## src/rtl/wfa_ram.sv

```systemverilog
// Generic single-write, single-read RAM with registered read data.
module wfa_ram #(
  parameter int unsigned WIDTH = 8,
  parameter int unsigned DEPTH = 16
) (
  input  logic                     clk_i,
  input  logic                     we_i,
  input  logic [$clog2(DEPTH)-1:0] waddr_i,
  input  logic [WIDTH-1:0]         wdata_i,
  input  logic [$clog2(DEPTH)-1:0] raddr_i,
  output logic [WIDTH-1:0]         rdata_o
);

  logic [WIDTH-1:0] mem [DEPTH];
  logic [WIDTH-1:0] rdata_q;

  always_ff @(posedge clk_i) begin
    if (we_i) begin
      mem[waddr_i] <= wdata_i;
    end
    rdata_q <= mem[raddr_i];
  end

  assign rdata_o = rdata_q;

endmodule

```

## config.mk

```make
export PLATFORM = sky130hd
export DESIGN_NAME = wfa_ram
export DESIGN_NICKNAME = d
export VERILOG_FILES = /design/src/rtl/wfa_ram.sv
export SDC_FILE = /design/constraint.sdc
export NUM_CORES = 1
export LEC_CHECK = 0
export BUFFER_PORTS_ARGS = -buffer_cell sky130_fd_sc_hd__buf_4
export CAP_MARGIN = 15
export CELL_PAD_IN_SITES_DETAIL_PLACEMENT = 0
export CELL_PAD_IN_SITES_GLOBAL_PLACEMENT = 1
export CORE_UTILIZATION = 53
export CTS_CLUSTER_SIZE = 25
export DETAILED_ROUTE_END_ITERATION = 6
export PLACE_DENSITY_LB_ADDON = 0.3
export REMOVE_ABC_BUFFERS = 1
export SYNTH_ARGS = -nofsm -noshare
export SYNTH_HDL_FRONTEND = slang
export SYNTH_SLANG_ARGS = --single-unit
```

## constraint.sdc

```tcl
create_clock -name clk_i -period 2.4 [get_ports clk_i]
set_clock_uncertainty 0.15 [all_clocks]
set_input_delay 0.24 -clock clk_i [delete_from_list [all_inputs] [get_ports clk_i]]
set_output_delay 0.24 -clock clk_i [all_outputs]
set_load 0.02 [all_outputs]
```

==> results.env, run 1 <==
POST_ROUTE_CELLS_DRIVE_ABOVE_1_SHARE_PCT=30.3
CRITICAL_PATH.REG2REG.STARTPOINT='mem[9][1]'
SYNTH.DISTINCT_CELLS=19
FLOORPLAN.DIE.HEIGHT_UM=101
HOLD_CRIT_ENDPOINT='mem[8][6]'
MIN_PERIOD_PS=1550
FLOORPLAN.CORE_AREA_MM2=0.00933
CLK-INSERTION-DELAY-LATE_PS=510
CLOCK-SINKS=136
INSERTEDDIODECOUNT=0
MOSTFREQUENTLAYOUTCELL='sky130_fd_sc_hd__edfxtp_1'
FP.DIEW_UM=101
WORST-R2R-SETUP-SLACK_PS=850
KIND_OF_CAPTURE_POINT_OF_THE_WORST_SETUP_PATH='flip-flop'
HOLD_PATH_CLASS='in -> reg'
DETAILROUTE.WIRELENGTH.MET3_UM=487
POWER_DENSITY_mW_PER_MM2=903
NETS=307
WL_MET1_UM=4290
STARTPOINT_TYPE='flip-flop'
FRACTION_OF_THE_YOSYS_AREA_TAKEN_BY_SEQUENTIAL_CELLS_PCT=77.8
SYN_TO_FINAL_GROWTH_PCT=21.5
DRTPASS1ITERATIONS=4
ROUTE.MET2.WL_UM=4550
POST-CTS-SETUP-BUFFER-COUNT=0
PEAKVDDDROP_V=0.000484
R2R-END='rdata_o[1]'
VIAS_IN_THE_FIRST_GLOBAL_ROUTE=2454
DIEAREA_MM2=0.0101
R2R_CELLS=3
DETAIL_ROUTE.WL_PER_CELL_UM=22.0
CLK_PIN_SLEW_WORST_PATHS_PS=60
CTS_ROOT_BUF='sky130_fd_sc_hd__clkbuf_8'
GLOBALROUTEOVERFLOWTOTAL=0
WORSTHOLDSTART='waddr_i[0]'
TRITONCTS_CLOCK_TREE='yes'
CELLLEAKAGEPOWER_nW=2.14
TIMING.CRITICAL_PATH.FANOUT_MAX=1
TIMING.FINAL.HOLD_VIOLATIONS=0
RSZ0062_AT_GRT='false'
GRT.TOTAL_USAGE_PCT=20.9
POST_CTS_HOLD_BUFFER_COUNT=8
ANTENNA_LEFT=0
DETAIL_ROUTE.VIAS_PER_CELL=5.70
IOS=26
WORSTMARGINPINSLEW_PS=751
GRT_FIRST_PASS_WIRELENGTH_UM=14200
POST_CTS_RESIZED=0
MAX_CAP_VIOL_COUNT=0
ROUTED_WIRELENGTH_UM=9440
TIMING_LIMITED_MAXIMUM_FREQUENCY_MHz=645
MAPPEDNETLISTAREA_MM2=0.00515
VIAS=2444
SLEW_VIOL_FINAL=0
TOTAL_POWER_CONSUMPTION_OF_THE_ROUTED_DESIGN_mW=5.65
H_TREE_LEVELS=4
MAX-CLOCK-PATH-BUFFERS=2
WORST_HOLD_PATH.NUM_CELLS=3
FINAL_CELL_MIX='sky130_fd_sc_hd__edfxtp_1, sky130_fd_sc_hd__buf_4, sky130_fd_sc_hd__mux4_2, sky130_fd_sc_hd__a22oi_1, sky130_fd_sc_hd__clkbuf_16'
INITIALDRTVIOLATIONCOUNT=143
HIGHEST-SIGNAL-LAYER='met4'
FLOORPLAN.INITIALDENSITY_PCT=55.2
DETAILEDPLACEMENTHPWL_UM=5770
DRC=0
CRIT_ARRIVAL_PS=1780
SETUP_TNS_PS=0
TIMING.MAX_SLEW.REL_SLACK_PCT=49.7
SYNTH.FF_LATCH_COUNT=136
PLACER_S_FINAL_ROUTABILITY_CONGESTION_ESTIMATE=0.708
FINAL_MIN_PERIOD_OVER_CLOCK_PERIOD_PCT=64.6
CORE.ROWCOUNT=35
ANTENNA_VIOLATIONS_BEFORE_REPAIR=0
SYNTHCELLS=229
FINAL_CORE_UTIL_PCT=67.1
FINALSETUPVIOLCOUNT=0
BUFFER_PORTS.INSERTED=25
SYNTH-WARNING-COUNT=0
NUMCTSBUFFERS=17
WORSTPATHREQUIRED_PS=2630
POSTSYNTHAREAPERCELL_UM2=22.5
STATUS='completed'
WORSTSETUPPATHTYPE='reg -> reg'
LARGEST_NET_DEGREE_AT_THE_START_OF_GLOBAL_ROUTING=33
final cells by class:
cell class	instances	area (um2)
Fill cell	622	3070
Sequential cell	136	4000
Tap cell	129	161
Timing Repair Buffer	51	415
Clock buffer	17	414
Multi-Input combinational cell	83	1060
Clock inverter	13	204
per-stage QoR:
stage,hold slack (ps),setup WS [ps],instances,area [um2]
2_1_floorplan,189,517,219,5060
3_3_place_gp,391,574,391,5560
3_5_place_dp,409,557,391,5560
4_1_cts,90.3,819,429,6260
5_1_grt,104,812,429,6260
6_report,108,851,429,6260
per-layer routing:
metal | track usage [%] | vias up
met5 | 0 | -
li1 | - | 1087
met3 | 5.55 | 9
met1 | 29.4 | 1274
met2 | 31.6 | 74
met4 | 8.36 | 0
Yosys cell counts:
cell | number | area [um2]
sky130_fd_sc_hd__nand2_1 | 9 | 33.8
sky130_fd_sc_hd__nor3_1 | 4 | 20.0
sky130_fd_sc_hd__buf_4 | 1 | 7.51
sky130_fd_sc_hd__dfxtp_1 | 8 | 160
sky130_fd_sc_hd__mux4_2 | 18 | 405
sky130_fd_sc_hd__or3b_2 | 1 | 8.76
sky130_fd_sc_hd__buf_2 | 3 | 15.0
sky130_fd_sc_hd__nand3_1 | 1 | 5.00
sky130_fd_sc_hd__and2_1 | 1 | 6.26
sky130_fd_sc_hd__mux4_1 | 14 | 368
sky130_fd_sc_hd__edfxtp_1 | 128 | 3840
sky130_fd_sc_hd__nor2b_1 | 1 | 6.26
sky130_fd_sc_hd__a22oi_1 | 16 | 120
sky130_fd_sc_hd__buf_6 | 3 | 33.8
sky130_fd_sc_hd__nand3b_1 | 2 | 15.0
sky130_fd_sc_hd__clkdlybuf4s25_2 | 3 | 30.0
sky130_fd_sc_hd__and2b_1 | 1 | 7.51
sky130_fd_sc_hd__nand2b_1 | 2 | 12.5
sky130_fd_sc_hd__nor2_1 | 13 | 48.8
worst max path at each step:
| stage | endpoint | slack [ps] | from | cells past startpoint |
|---|---|---|---|---|
| 4_1_cts | rdata_o[0] | 820 | mem[1][0] | 3 |
| 3_5_place_dp | rdata_o[0] | 560 | raddr_i[0] | 5 |
| 3_3_place_gp | rdata_o[0] | 570 | raddr_i[0] | 5 |
| 2_1_floorplan | mem[0][0] | 520 | waddr_i[2] | 2 |
| 6_report | rdata_o[1] | 850 | mem[9][1] | 3 |
| 5_1_grt | rdata_o[0] | 810 | mem[1][0] | 3 |
flip-flops by register name (all words and copies together) (netlist names):
| register | count |
|---|---|
| rdata_o | 8 |
| mem | 128 |
logic make-up after synthesis:
family / Yosys count / share of synthesized area (%)
DFF: 136 / 77.8
muxes: 32 / 15.0
buffers and inverters: 10 / 1.68
AOI/OAI and AO/OA: 16 / 2.33
and+or+nand+nor: 35 / 3.18
report_power, final:
part,internal (mW),switching [mW]
registers,2.66,0.0167
clock network,1.77,0.918
logic,0.130,0.152
total,4.56,1.09
critical path: stages (launching register included):
cell and delay (ps):
sky130_fd_sc_hd__edfxtp_1 370, sky130_fd_sc_hd__mux4_1 500, sky130_fd_sc_hd__a22oi_1 290, sky130_fd_sc_hd__nand2_1 120
No activity file was read; power rests on OpenSTA's default activity.
==> run 2, diff against run 1 <==
--- a/config.mk
+++ b/config.mk
@@ -9,7 +9,7 @@
 export CAP_MARGIN = 15
 export CELL_PAD_IN_SITES_DETAIL_PLACEMENT = 0
 export CELL_PAD_IN_SITES_GLOBAL_PLACEMENT = 1
-export CORE_UTILIZATION = 53
+export CORE_UTILIZATION = 48
 export CTS_CLUSTER_SIZE = 25
 export DETAILED_ROUTE_END_ITERATION = 6
 export PLACE_DENSITY_LB_ADDON = 0.3
==> constraint.sdc (replaced) <==
create_clock -name clk_i -period 1.3 [get_ports clk_i]
set_clock_uncertainty 0.15 [all_clocks]
set_input_delay 0.13 -clock clk_i [delete_from_list [all_inputs] [get_ports clk_i]]
set_output_delay 0.13 -clock clk_i [all_outputs]
set_load 0.02 [all_outputs]
==> results.env, run 2 (synthesis gave the netlist of run 1 again) <==
FINAL.SETUP.WORST_SLACK_PS=-107  # -957 ps
TRITONCTS_CLOCK_TREE='yes'
H_TREE_LEVELS=4  # unchanged
FAILED_CHECKS='negative setup slack'
R2R-END='rdata_o[0]'
WORST_HOLD_PATH.NUM_CELLS=4  # +1
CORE.ROWCOUNT=37  # +5.7%
POST-CTS-SETUP-BUFFER-COUNT=0  # unchanged
INITIALDRTVIOLATIONCOUNT=210  # +47%
LARGEST_REGISTER_FF_COUNT=128  # unchanged
DETAIL_ROUTE.VIAS_PER_CELL=5.62  # -1.3%
GRT.TOTAL_USAGE_PCT=20.4  # -0.48 points
VIAS=2547  # +4.2%
FINAL_CELL_MIX='sky130_fd_sc_hd__edfxtp_1, sky130_fd_sc_hd__buf_4, sky130_fd_sc_hd__mux4_2, sky130_fd_sc_hd__clkbuf_16, sky130_fd_sc_hd__dlygate4sd3_1'
PLACER_S_FINAL_ROUTABILITY_CONGESTION_ESTIMATE=0.740  # +4.5%
FP.DIEW_UM=106  # +5.0%
INTPOWER_mW=7.63  # +67%
CLOCK-SINKS=136  # unchanged
ROUTE.MET2.WL_UM=4990  # +9.7%
CRITICAL_PATH.REG2REG.STARTPOINT='mem[3][0]'
POST_ROUTE_CELLS_DRIVE_ABOVE_1_SHARE_PCT=41.0  # +11 points
POWER.NET_SWITCHING_mW=1.94  # +78%
BUFFER_PORTS.INSERTED=25  # unchanged
RSZ0062_AT_GRT='true'
SYN_TO_FINAL_GROWTH_PCT=23.4
CLK-INSERTION-DELAY-LATE_PS=530  # +20 ps
NETS=322  # +4.9%
SHARE_SEQ_OF_TOTAL_POWER_PCT=51.7  # +4.4 points
VIAS_IN_THE_FIRST_GLOBAL_ROUTE=2611  # +6.4%
FINAL_MIN_PERIOD_OVER_CLOCK_PERIOD_PCT=108  # +44 points
DETAILEDPLACEMENTHPWL_UM=6480  # +12%
WORSTHOLDSTART='raddr_i[2]'
CRIT_ARRIVAL_PS=1670  # -110 ps
ANTENNA_LEFT=0  # unchanged
FRACTION_OF_POWER_CONSUMED_BY_THE_CLOCK_NETWORK_PCT=41.9  # -5.8 points
WORSTSETUPPATHTYPE='reg -> reg'
CELLLEAKAGEPOWER_nW=2.13  # -0.33%
WORSTMARGINPINSLEW_PS=859  # +108 ps
TIMING.FINAL.HOLD_VIOLATIONS=0  # unchanged
IOS=26  # unchanged
HOLD_CRIT_ENDPOINT='rdata_o[1]'
WORSTPATHREQUIRED_PS=1560  # -1070 ps
R2R_CELLS=3  # unchanged
WL_MET1_UM=4440  # +3.4%
POWER_DENSITY_mW_PER_MM2=1510  # +67%
DRTPASS1ITERATIONS=5  # +1
PEAKVDDDROP_V=0.000658  # +36%
DETAIL_ROUTE.WL_PER_CELL_UM=22.5  # +2.2%
MAX-CLOCK-PATH-BUFFERS=2  # unchanged
POWER_SWITCHING_SHARE_PCT=20.3  # +1.0 points
GRT_FIRST_PASS_WIRELENGTH_UM=15500  # +8.7%
HOLD_PATH_CLASS='in -> reg'
FINAL_CORE_UTIL_PCT=61.2  # -5.8 points
STATUS='finished with violations'
DETAILROUTE.WIRELENGTH.MET3_UM=538  # +10%
TOP_REGISTER='mem'
DRC=0  # unchanged
SLEW_VIOL_FINAL=0  # unchanged
FLOORPLAN.DIE.HEIGHT_UM=106  # +5.0%
DIEAREA_MM2=0.0111  # +10%
KIND_OF_CAPTURE_POINT_OF_THE_WORST_SETUP_PATH='flip-flop'
MIN_PERIOD_PS=1410  # -143 ps
ROUTED_WIRELENGTH_UM=10200  # +7.9%
GLOBALROUTEOVERFLOWTOTAL=0  # unchanged
LARGEST_NET_DEGREE_AT_THE_START_OF_GLOBAL_ROUTING=19  # -42%
ANTENNA_VIOLATIONS_BEFORE_REPAIR=0  # unchanged
STARTPOINT_TYPE='flip-flop'
TIMING.MAX_SLEW.REL_SLACK_PCT=42.6  # -7.1 points
WORST-R2R-SETUP-SLACK_PS=-110  # -960 ps
SETUP_TNS_PS=-651  # -651 ps
NUMCTSBUFFERS=17  # unchanged
CTS_ROOT_BUF='sky130_fd_sc_hd__clkbuf_8'
TIMING_LIMITED_MAXIMUM_FREQUENCY_MHz=711  # +10%
POWER.COMBINATIONAL.FRACTION_PCT=6.4  # +1.4 points
FLOORPLAN.CORE_AREA_MM2=0.0104  # +11%
CLK_PIN_SLEW_WORST_PATHS_PS=60  # about the same
MAX_CAP_VIOL_COUNT=0  # unchanged
MOSTFREQUENTLAYOUTCELL='sky130_fd_sc_hd__edfxtp_1'
INSERTEDDIODECOUNT=0  # unchanged
FLOORPLAN.INITIALDENSITY_PCT=49.6  # -5.5 points
FILL_CELLS=773  # +24%
TIMING.CRITICAL_PATH.FANOUT_MAX=1  # unchanged
FINALSETUPVIOLCOUNT=8  # +8
HIGHEST-SIGNAL-LAYER='met4'
-- run 2: cell types whose count changed in the layout (fill, tap and decap cells not counted), moves of 3 or more --
| cell | previous run | this run |
|---|---|---|
| sky130_fd_sc_hd__mux4_1 | 14 | 1 |
| sky130_fd_sc_hd__mux4_2 | 18 | 31 |
| sky130_fd_sc_hd__a22oi_1 | 16 | 6 |
| sky130_fd_sc_hd__a22oi_2 | 0 | 10 |
| sky130_fd_sc_hd__buf_6 | 0 | 10 |
| sky130_fd_sc_hd__clkbuf_1 | 0 | 8 |
| sky130_fd_sc_hd__bufinv_16 | 5 | 0 |
| sky130_fd_sc_hd__nor2_1 | 13 | 8 |
| sky130_fd_sc_hd__nor2_2 | 0 | 5 |
| sky130_fd_sc_hd__dfxtp_1 | 8 | 4 |
| sky130_fd_sc_hd__dfxtp_2 | 0 | 4 |
| sky130_fd_sc_hd__dlygate4sd3_1 | 8 | 12 |
| sky130_fd_sc_hd__clkinvlp_4 | 3 | 0 |
-- run 2: power by group through the flow --
stage / registers [mW] / logic [mW] / clock network [mW]
floorplan: 5.05 / 0.196 / 0
global placement: 5.03 / 0.536 / 0
detailed placement: 5.03 / 0.544 / 0
CTS: 4.95 / 0.611 / 4.08
global route: 4.96 / 0.659 / 4.24
finish: 4.95 / 0.613 / 4.01
-- run 2: timing repair --
item                       in CTS  in global routing
hold endpoints to repair      163                  0
pin swaps                      13                  3
setup endpoints to repair      13                 52
resized for setup              29                 15
hold buffers                   12                  0
-- run 2: metrics by stage --
step / std cells / worst slack (ps) / instance area (um2) / power, mW / hold WS (ps)
after global placement: 409 / -404 / 5670 / 5.56 / 288
after floorplan: 219 / -473 / 5060 / 5.25 / 78.9
after detailed placement: 409 / -412 / 5670 / 5.57 / 296
final: 453 / -107 / 6350 / 9.57 / 40.4
after global routing: 453 / -165 / 6350 / 9.86 / 57.4
after CTS: 453 / -116 / 6310 / 9.64 / 27.5
-- run 2: worst max-delay path: stages, from the launching register on --
cell	delay (ps)
sky130_fd_sc_hd__edfxtp_1	360
sky130_fd_sc_hd__mux4_2	490
sky130_fd_sc_hd__a22oi_2	220
sky130_fd_sc_hd__nand2_1	70
-- run 2: metal layers --
metal	vias to the layer above	GRT usage (%)
met4	0	9.03
li1	1113	-
met1	1321	27.5
met5	-	0
met2	95	31.5
met3	18	5.57
-- run 2: how the worst max path moves through the flow --
| stage | startpoint | to | slack [ps] | depth (start not counted) |
|---|---|---|---|---|
| final | mem[3][0] | rdata_o[0] | -110 | 3 |
| after global routing | mem[11][7] | rdata_o[7] | -160 | 3 |
| after CTS | mem[4][0] | rdata_o[0] | -120 | 3 |
| after detailed placement | raddr_i[0] | rdata_o[4] | -410 | 5 |
| after global placement | raddr_i[0] | rdata_o[4] | -400 | 5 |
| after floorplan | waddr_i[2] | mem[0][0] | -470 | 2 |
-- run 2: area by class of cell --
class	instances	area, um2	share of cell area [%]
Multi-Input combinational cell	83	1080	16.9
Clock buffer	27	472	7.43
Timing Repair Buffer	66	601	9.46
Tap cell	136	170	2.68
Clock inverter	5	23.8	0.374
Sequential cell	136	4010	63.1
